## src/rtl/u2b_pkg.sv

```systemverilog
`default_nettype none

package u2b_pkg;

	// Replacement character for any invalid or unsupported sequence.
	localparam logic [15:0] QMARK = 16'h003F;

	// Kind of lead byte that is waiting for its continuation bytes.
	localparam logic [1:0] LEAD_NONE  = 2'd0;
	localparam logic [1:0] LEAD_TWO   = 2'd1;
	localparam logic [1:0] LEAD_THREE = 2'd2;
	localparam logic [1:0] LEAD_FOUR  = 2'd3;

	// Job queue between the classifier and the result sequencer.
	localparam int JOB_DEPTH = 4;
	localparam int JOB_PTR_W = $clog2(JOB_DEPTH);
	localparam int JOB_CNT_W = $clog2(JOB_DEPTH + 1);

	// One job describes all results of one input byte: q_count '?' marks,
	// then an optional decoded value. fin marks the end of the text.
	typedef struct packed {
		logic [2:0]  q_count;
		logic        has_val;
		logic [15:0] val;
		logic        fin;
	} job_t;

endpackage

`default_nettype wire

```

## src/rtl/utf8_to_bmp_decoder_unit.sv

```systemverilog
`default_nettype none

// Channel  | Handshake          | Payload
// ---------+--------------------+----------------------------------
// input    | push, full         | text_byte[7:0], final_byte
// result   | empty, pop         | code_point[15:0], run_last, text_last
//
// One byte is taken per cycle while full is low.
// A byte that yields n results holds the result sequencer for n pops.
// A four-entry job queue absorbs such bursts; full rises when it fills.
// Reset (arst_n low) clears any held sequence and empties the queue.
// A stalled result side holds the current result and fills the queue.

module utf8_to_bmp_decoder_unit (
	input  wire  logic        clk,
	input  wire  logic        arst_n,
	input  wire  logic        push,
	output logic              full,
	input  wire  logic [7:0]  text_byte,
	input  wire  logic        final_byte,
	output logic              empty,
	input  wire  logic        pop,
	output logic [15:0]       code_point,
	output logic              run_last,
	output logic              text_last
);

	u2b_pkg::job_t new_job;
	u2b_pkg::job_t head_job;
	logic          job_push;
	logic          head_pop;
	logic          queue_empty;

	// Classifier: tracks the pending sequence and describes each transaction.
	u2b_front u_front (
		.clk        (clk),
		.arst_n     (arst_n),
		.push       (push),
		.full       (full),
		.text_byte  (text_byte),
		.final_byte (final_byte),
		.job_push   (job_push),
		.job        (new_job)
	);

	// Job queue that decouples the classifier from the sequencer.
	u2b_job_fifo u_fifo (
		.clk      (clk),
		.arst_n   (arst_n),
		.push     (job_push),
		.push_job (new_job),
		.pop      (head_pop),
		.head_job (head_job),
		.full     (full),
		.empty    (queue_empty)
	);

	// Sequencer: issues the results of each job in order.
	u2b_back u_back (
		.clk        (clk),
		.arst_n     (arst_n),
		.head_job   (head_job),
		.head_valid (!queue_empty),
		.head_pop   (head_pop),
		.pop        (pop),
		.empty      (empty),
		.code_point (code_point),
		.run_last   (run_last),
		.text_last  (text_last)
	);

endmodule

`default_nettype wire

```

## src/rtl/u2b_front.sv

```systemverilog
`default_nettype none

module u2b_front (
	input  wire                logic        clk,
	input  wire                logic        arst_n,
	input  wire                logic        push,
	input  wire                logic        full,
	input  wire                logic [7:0]  text_byte,
	input  wire                logic        final_byte,
	output logic                            job_push,
	output u2b_pkg::job_t                   job
);

	logic [1:0]  lead_kind_q;
	logic [1:0]  held_count_q;
	logic [15:0] partial_q;

	logic [1:0]  lead_kind_d;
	logic [1:0]  held_count_d;
	logic [15:0] partial_d;

	logic        accept;
	logic        is_cont;
	logic [15:0] cont_val;
	logic [2:0]  held_plus;
	logic        complete;
	logic        seq_ok;

	assign accept    = push && !full;
	assign is_cont   = (text_byte[7:6] == 2'b10);
	assign cont_val  = {partial_q[9:0], text_byte[5:0]};
	assign held_plus = {1'b0, held_count_q} + 3'd1;
	assign complete  = (held_plus >= {1'b0, lead_kind_q});
	assign seq_ok    = (cont_val >= 16'h0800) && !(cont_val inside {[16'hD800:16'hDFFF]});

	// Classify the byte against the pending sequence and build its job.
	always_comb begin
		lead_kind_d  = lead_kind_q;
		held_count_d = held_count_q;
		partial_d    = partial_q;
		job.q_count  = 3'd0;
		job.has_val  = 1'b0;
		job.val      = u2b_pkg::QMARK;
		job.fin      = final_byte;
		if (lead_kind_q != u2b_pkg::LEAD_NONE && is_cont) begin
			if (complete) begin
				job.has_val = 1'b1;
				case (lead_kind_q)
					u2b_pkg::LEAD_TWO:   job.val = cont_val;
					u2b_pkg::LEAD_THREE: job.val = seq_ok ? cont_val : u2b_pkg::QMARK;
					default:             job.val = u2b_pkg::QMARK;
				endcase
				lead_kind_d  = u2b_pkg::LEAD_NONE;
				held_count_d = 2'd0;
				partial_d    = 16'd0;
			end else begin
				held_count_d = held_plus[1:0];
				partial_d    = cont_val;
				// End of text flushes the lead and every held continuation.
				if (final_byte) begin
					job.q_count  = held_plus + 3'd1;
					lead_kind_d  = u2b_pkg::LEAD_NONE;
					held_count_d = 2'd0;
					partial_d    = 16'd0;
				end
			end
		end else begin
			// A broken sequence gives one mark for each held byte.
			if (lead_kind_q != u2b_pkg::LEAD_NONE) begin
				job.q_count = held_plus;
			end
			lead_kind_d  = u2b_pkg::LEAD_NONE;
			held_count_d = 2'd0;
			partial_d    = 16'd0;
			if (text_byte < 8'h80) begin
				job.has_val = 1'b1;
				job.val     = {8'd0, text_byte};
			end else if (text_byte inside {[8'hC2:8'hDF]}) begin
				lead_kind_d = u2b_pkg::LEAD_TWO;
				partial_d   = {11'd0, text_byte[4:0]};
			end else if (text_byte inside {[8'hE0:8'hEF]}) begin
				lead_kind_d = u2b_pkg::LEAD_THREE;
				partial_d   = {12'd0, text_byte[3:0]};
			end else if (text_byte inside {[8'hF0:8'hF4]}) begin
				lead_kind_d = u2b_pkg::LEAD_FOUR;
			end else begin
				job.has_val = 1'b1;
				job.val     = u2b_pkg::QMARK;
			end
			// A new lead on the last byte of the text is flushed at once.
			if (final_byte && lead_kind_d != u2b_pkg::LEAD_NONE) begin
				job.q_count  = job.q_count + 3'd1;
				lead_kind_d  = u2b_pkg::LEAD_NONE;
				partial_d    = 16'd0;
			end
		end
	end

	assign job_push = accept && (job.q_count != 3'd0 || job.has_val);

	// Sequence state, updated on every accepted transaction.
	always_ff @(posedge clk or negedge arst_n) begin
		if (!arst_n) begin
			lead_kind_q  <= u2b_pkg::LEAD_NONE;
			held_count_q <= 2'd0;
			partial_q    <= 16'd0;
		end else if (accept) begin
			lead_kind_q  <= lead_kind_d;
			held_count_q <= held_count_d;
			partial_q    <= partial_d;
		end
	end

endmodule

`default_nettype wire

```

## src/rtl/u2b_job_fifo.sv

```systemverilog
`default_nettype none

module u2b_job_fifo (
	input  wire                logic clk,
	input  wire                logic arst_n,
	input  wire                logic push,
	input  u2b_pkg::job_t            push_job,
	input  wire                logic pop,
	output u2b_pkg::job_t            head_job,
	output logic                     full,
	output logic                     empty
);

	u2b_pkg::job_t                       mem [u2b_pkg::JOB_DEPTH];
	logic [u2b_pkg::JOB_PTR_W-1:0]       wr_ptr_q;
	logic [u2b_pkg::JOB_PTR_W-1:0]       rd_ptr_q;
	logic [u2b_pkg::JOB_CNT_W-1:0]       count_q;

	assign full     = (count_q == u2b_pkg::JOB_CNT_W'(u2b_pkg::JOB_DEPTH));
	assign empty    = (count_q == '0);
	assign head_job = mem[rd_ptr_q];

	// Job storage.
	always_ff @(posedge clk) begin
		if (push) begin
			mem[wr_ptr_q] <= push_job;
		end
	end

	// Pointers and fill count.
	always_ff @(posedge clk or negedge arst_n) begin
		if (!arst_n) begin
			wr_ptr_q <= '0;
			rd_ptr_q <= '0;
			count_q  <= '0;
		end else begin
			if (push) begin
				wr_ptr_q <= wr_ptr_q + 1'b1;
			end
			if (pop) begin
				rd_ptr_q <= rd_ptr_q + 1'b1;
			end
			if (push && !pop) begin
				count_q <= count_q + 1'b1;
			end else if (pop && !push) begin
				count_q <= count_q - 1'b1;
			end
		end
	end

	a_no_overflow: assert property (@(posedge clk) disable iff (!arst_n) push |-> !full)
		else $error("job pushed into a full queue");
	a_no_underflow: assert property (@(posedge clk) disable iff (!arst_n) pop |-> !empty)
		else $error("job popped from an empty queue");

endmodule

`default_nettype wire

```

## src/rtl/u2b_back.sv

```systemverilog
`default_nettype none

module u2b_back (
	input  wire                logic        clk,
	input  wire                logic        arst_n,
	input  u2b_pkg::job_t                   head_job,
	input  wire                logic        head_valid,
	output logic                            head_pop,
	input  wire                logic        pop,
	output logic                            empty,
	output logic [15:0]                     code_point,
	output logic                            run_last,
	output logic                            text_last
);

	u2b_pkg::job_t cur_q;
	logic          cur_valid_q;
	logic          is_last;
	logic          take;

	// The current job ends when only the value, or only one mark, remains.
	assign is_last  = (cur_q.q_count == 3'd0) || (cur_q.q_count == 3'd1 && !cur_q.has_val);
	assign take     = pop && cur_valid_q;
	assign head_pop = head_valid && (!cur_valid_q || (take && is_last));

	assign empty      = !cur_valid_q;
	assign code_point = (cur_q.q_count != 3'd0) ? u2b_pkg::QMARK : cur_q.val;
	assign run_last   = is_last;
	assign text_last  = is_last && cur_q.fin;

	// Result sequencer: marks first, then the value, one per transaction.
	always_ff @(posedge clk or negedge arst_n) begin
		if (!arst_n) begin
			cur_valid_q <= 1'b0;
			cur_q       <= '0;
		end else if (head_pop) begin
			cur_valid_q <= 1'b1;
			cur_q       <= head_job;
		end else if (take) begin
			if (is_last) begin
				cur_valid_q <= 1'b0;
			end else begin
				cur_q.q_count <= cur_q.q_count - 3'd1;
			end
		end
	end

	a_job_nonempty: assert property (@(posedge clk) disable iff (!arst_n)
		cur_valid_q |-> (cur_q.q_count != 3'd0 || cur_q.has_val))
		else $error("result job holds no result");
	a_idle_loads: assert property (@(posedge clk) disable iff (!arst_n)
		(head_valid && !cur_valid_q) |=> cur_valid_q)
		else $error("waiting job not loaded into an idle sequencer");

endmodule

`default_nettype wire
```

## config.mk

```make
export PLATFORM = sky130hd
export DESIGN_NAME = utf8_to_bmp_decoder_unit
export DESIGN_NICKNAME = d
export VERILOG_FILES = /design/src/rtl/u2b_pkg.sv /design/src/rtl/utf8_to_bmp_decoder_unit.sv /design/src/rtl/u2b_front.sv /design/src/rtl/u2b_job_fifo.sv /design/src/rtl/u2b_back.sv
export SDC_FILE = /design/constraint.sdc
export NUM_CORES = 1
export LEC_CHECK = 0
export ABC_AREA = 1
export BUFFER_PORTS_ARGS = -buffer_cell sky130_fd_sc_hd__buf_2
export CORE_MARGIN = 8
export CORE_UTILIZATION = 30
export CTS_CLUSTER_DIAMETER = 120
export DETAILED_ROUTE_END_ITERATION = 7
export PLACE_DENSITY = 0.48
export SLEW_MARGIN = 10
export SYNTH_ARGS = -nofsm -noshare
export SYNTH_HDL_FRONTEND = slang
export SYNTH_SLANG_ARGS = --single-unit
export TNS_END_PERCENT = 1
```

## constraint.sdc

```tcl
create_clock -name clk -period 3.8 [get_ports clk]
set_input_delay 0.19 -clock clk [delete_from_list [all_inputs] [get_ports clk]]
set_output_delay 0.19 -clock clk [all_outputs]
set_load 0.1 [all_outputs]
```

==> flow_metrics.py <==
metrics = {
    "clock_network": {
        "path_clk_slew_ns": 0.05,
        "cts_buffer_depth": 2,
        "cts_buffers": 17,
        "cts_max_level": 4,
        "clock_latency_ns": 0.41,
        "cts_tree": "yes",
        "cts.sinks": 127,
        "cts_root_buf": "clkbuf_16",
    },
    "die": {
        "core-area_sq_um": 18700,
        "ios": 33,
        "rows": 50,
        "die_w_microns": 154,
        "die_height_microns": 154,
        "start_util_pct": 30.5,
        "die-area_sq_um": 23700,
    },
    "drt": {
        "drt_pass1_iterations": 4,
        "drcViolationCount": 0,
        "first_iter_violations": 199,
        "routed_wl_microns": 12600,
        "vias_per_cell": 4.65,
        "ant_nets": 0,
        "vias": 3872,
        "wire_per_inst_microns": 15.2,
    },
    "pwr": {
        "ir_worst_vdd_mv": 0.345,
        "power_density_nw_per_um2": 854,
        "leakage_nw": 2.79,
        "power.internal_mw": 3.52,
        "pwr-share-comb_pct": 36.2,
        "power_switching_mw": 2.28,
        "seqPwrFrac_pct": 34.1,
        "switching_share_pct": 39.4,
        "clkPwrFrac_pct": 29.7,
        "power.total_mw": 5.80,
    },
    "logic_synthesis": {
        "synth.distinct_cells": 33,
        "syn_area_per_cell_sq_um": 10.5,
        "ys_seq_area_share_pct": 63.0,
        "netlist_area_sq_um": 5710,
        "syn-num-nets": 576,
        "synth.largest_area_cell": "edfxtp_1",
        "yosys.area.top_type_share_pct": 44.2,
        "synthCells": 546,
        "synth_area_leaders": "edfxtp_1 (44%), dfrtp_1 (19%), nor2_1 (6.2%), nand2_1 (4.9%), o21ai_0 (4.6%)",
        "synth_warnings": 0,
        "synth_seq_cells": 127,
    },
    "sta": {
        "layout_min_cycle_time_ns": 3.37,
        "fin_tns_setup_ns": 0,
        "slew_viol_final": 0,
        "relSlewSlack_pct": 18.5,
        "fmax_mhz": 296,
        "finalWorstSetupSlack_ns": 0.426,
        "setup_viol_count_final": 0,
        "rsz0062_at_grt": "false",
        "period_share_pct": 88.8,
        "clock_skew_ns": 0.0102,
        "hold_violations": 0,
        "worst_pin_slew_ns": 1.22,
    },
    "finish": {
        "fin_util_pct": 36.3,
        "layout_common_cells": "nor2_1 (95), edfxtp_1 (84), nand2_1 (75)",
        "final_cell_area_sq_um": 6790,
        "finalNetCount": 615,
        "drive_above_1_share_pct": 15.1,
        "syn2layout_area_growth_pct": 19.0,
        "layout_commonest_cell": "nor2_1",
        "antenna_cells": 0,
    },
    "grt": {
        "grt_overflow": 0,
        "grt_start_max_net_pins": 44,
        "grt_pass1_vias": 3821,
        "antenna_found_initial": 0,
        "grt_first_pass_wirelength_microns": 20500,
        "track_usage_pct": 11.2,
    },
    "worst_setup_path": {
        "critPathKind": "reg2reg",
        "critPathRequiredTime_ns": 4.08,
        "critPathMaxFanout": 8,
        "r2r_start": "u_front.held_count_q[0]",
        "reg2reg_to": "u_fifo.count_q[2]",
        "startpoint_type": "register",
        "arrival_ns": 3.66,
        "rr_worst_depth": 18,
        "ff2ff_setup_slack_ns": 0.43,
        "cp-end-kind": "register",
    },
    "min_path": {
        "hp-class": "in2reg",
        "holdPathEnd": "u_front.partial_q[4]",
        "hold_start": "text_byte[4]",
        "hold_path_depth": 3,
    },
    "placed_design": {
        "pre_cts_slack_ns": 0.442,
        "hpwl_microns": 8370,
        "post_dp_cell_area_sq_um": 6140,
        "routabilityCongestion": 0.795,
        "port-buffer-count": 32,
    },
    "flow_run": {
        "max-cap-violations": 0,
    },
    "run_status": {
        "status": "completed",
    },
}
synth_stat cells, drive strengths merged:
cell type   n
xnor2       3
nor3b       1
nor2       98
o32ai      20
nand2      82
nand3      18
a31o        1
dfrtp      43
a32oi       1
ha         15
edfxtp     84
xor2        5
inv        61
buf         3
clkbuf     19
nor3        9
o221ai      1
o22ai       9
a21oi       7
or2         7
a31oi       2
fa          2
o21ai      53
clkinv      1
o31ai       1
state kept, by name, summed over array words and instances, names as in the netlist:
name / cells
u_back.cur_q: 21
u_back.cur_valid_q: 1
u_fifo.count_q: 3
u_fifo.mem: 84
u_fifo.rd_ptr_q: 2
u_fifo.wr_ptr_q: 2
u_front.held_count_q: 2
u_front.lead_kind_q: 2
u_front.partial_q: 10
through the flow:
stage | hold WS [ns] | cells
2_1_floorplan | -0.106 | 546
3_3_place_gp | 0.320 | 799
3_5_place_dp | 0.327 | 799
4_1_cts | 0.0617 | 832
5_1_grt | 0.0920 | 832
6_report | 0.0803 | 832
power groups by stage:
stage / Combinational (mW) / Clock [mW] / Sequential [mW]
after global routing: 2.35 / 1.82 / 2.01
after global placement: 2.10 / 0 / 2.00
after detailed placement: 2.13 / 0 / 2.01
after floorplan: 1.70 / 0 / 1.92
after CTS: 2.13 / 1.76 / 1.98
final: 2.10 / 1.72 / 1.98
what timing repair did:
item                      4_1_cts  5_1_grt
gates resized for setup         0        0
buffers inserted                0        0
hold endpoints to repair       43        0
hold buffers                    1        0
cells by family (layout without fill, tap and decap cells):
family          after synthesis  in the layout  synth area share, %
xor+xnor                      8              8                 1.23
buf+inv                      84            136                 5.59
compound gates               95             95                 10.1
fa+ha+maj                    17             17                 3.99
simple gates                215            215                 16.0
flops                       127            127                 63.0
critical path, stage by stage (launching register included):
cell and delay [ns]:
dfrtp_1 0.49, inv_1 0.13, fa_1 0.52, nor2_1 0.04, a21oi_1 0.19, nand2_1 0.15
nor2_2 0.15, nand2_1 0.07, nand2_1 0.14, nor2_1 0.07, nand2_2 0.11, nand2_4 0.08
inv_1 0.08, ha_1 0.14, inv_1 0.07, fa_1 0.38, a21oi_1 0.16, o21ai_0 0.11
xor2_1 0.15
area by class of cell:
cell class / count / area, sq um
Tap cell: 234 / 293
Clock buffer: 26 / 509
Multi-Input combinational cell: 335 / 1790
Fill cell: 1840 / 11900
Timing Repair Buffer: 42 / 238
Clock inverter: 6 / 130
Sequential cell: 127 / 3600
Inverter: 62 / 233
layer usage:
layer	vias to the layer above	global-route usage [%]	share of wire [%]
met5	-	0	0
met4	0	5.04	1.3
met3	13	2.89	4.1
met2	63	16.7	44
met1	1860	15.0	51
li1	1936	-	-
worst max path at each step:
stage | start | end | slack, ns | depth (start not counted)
2_1_floorplan | u_front.held_count_q[0] | u_fifo.mem[0][0] | 0.63 | 12
3_3_place_gp | u_front.held_count_q[0] | u_fifo.count_q[2] | 0.54 | 18
3_5_place_dp | u_front.held_count_q[0] | u_fifo.count_q[2] | 0.44 | 18
4_1_cts | u_front.held_count_q[0] | u_fifo.count_q[2] | 0.42 | 18
5_1_grt | u_front.held_count_q[0] | u_fifo.count_q[2] | 0.08 | 18
6_report | u_front.held_count_q[0] | u_fifo.count_q[2] | 0.43 | 18
(Power assumes the default switching activity.)
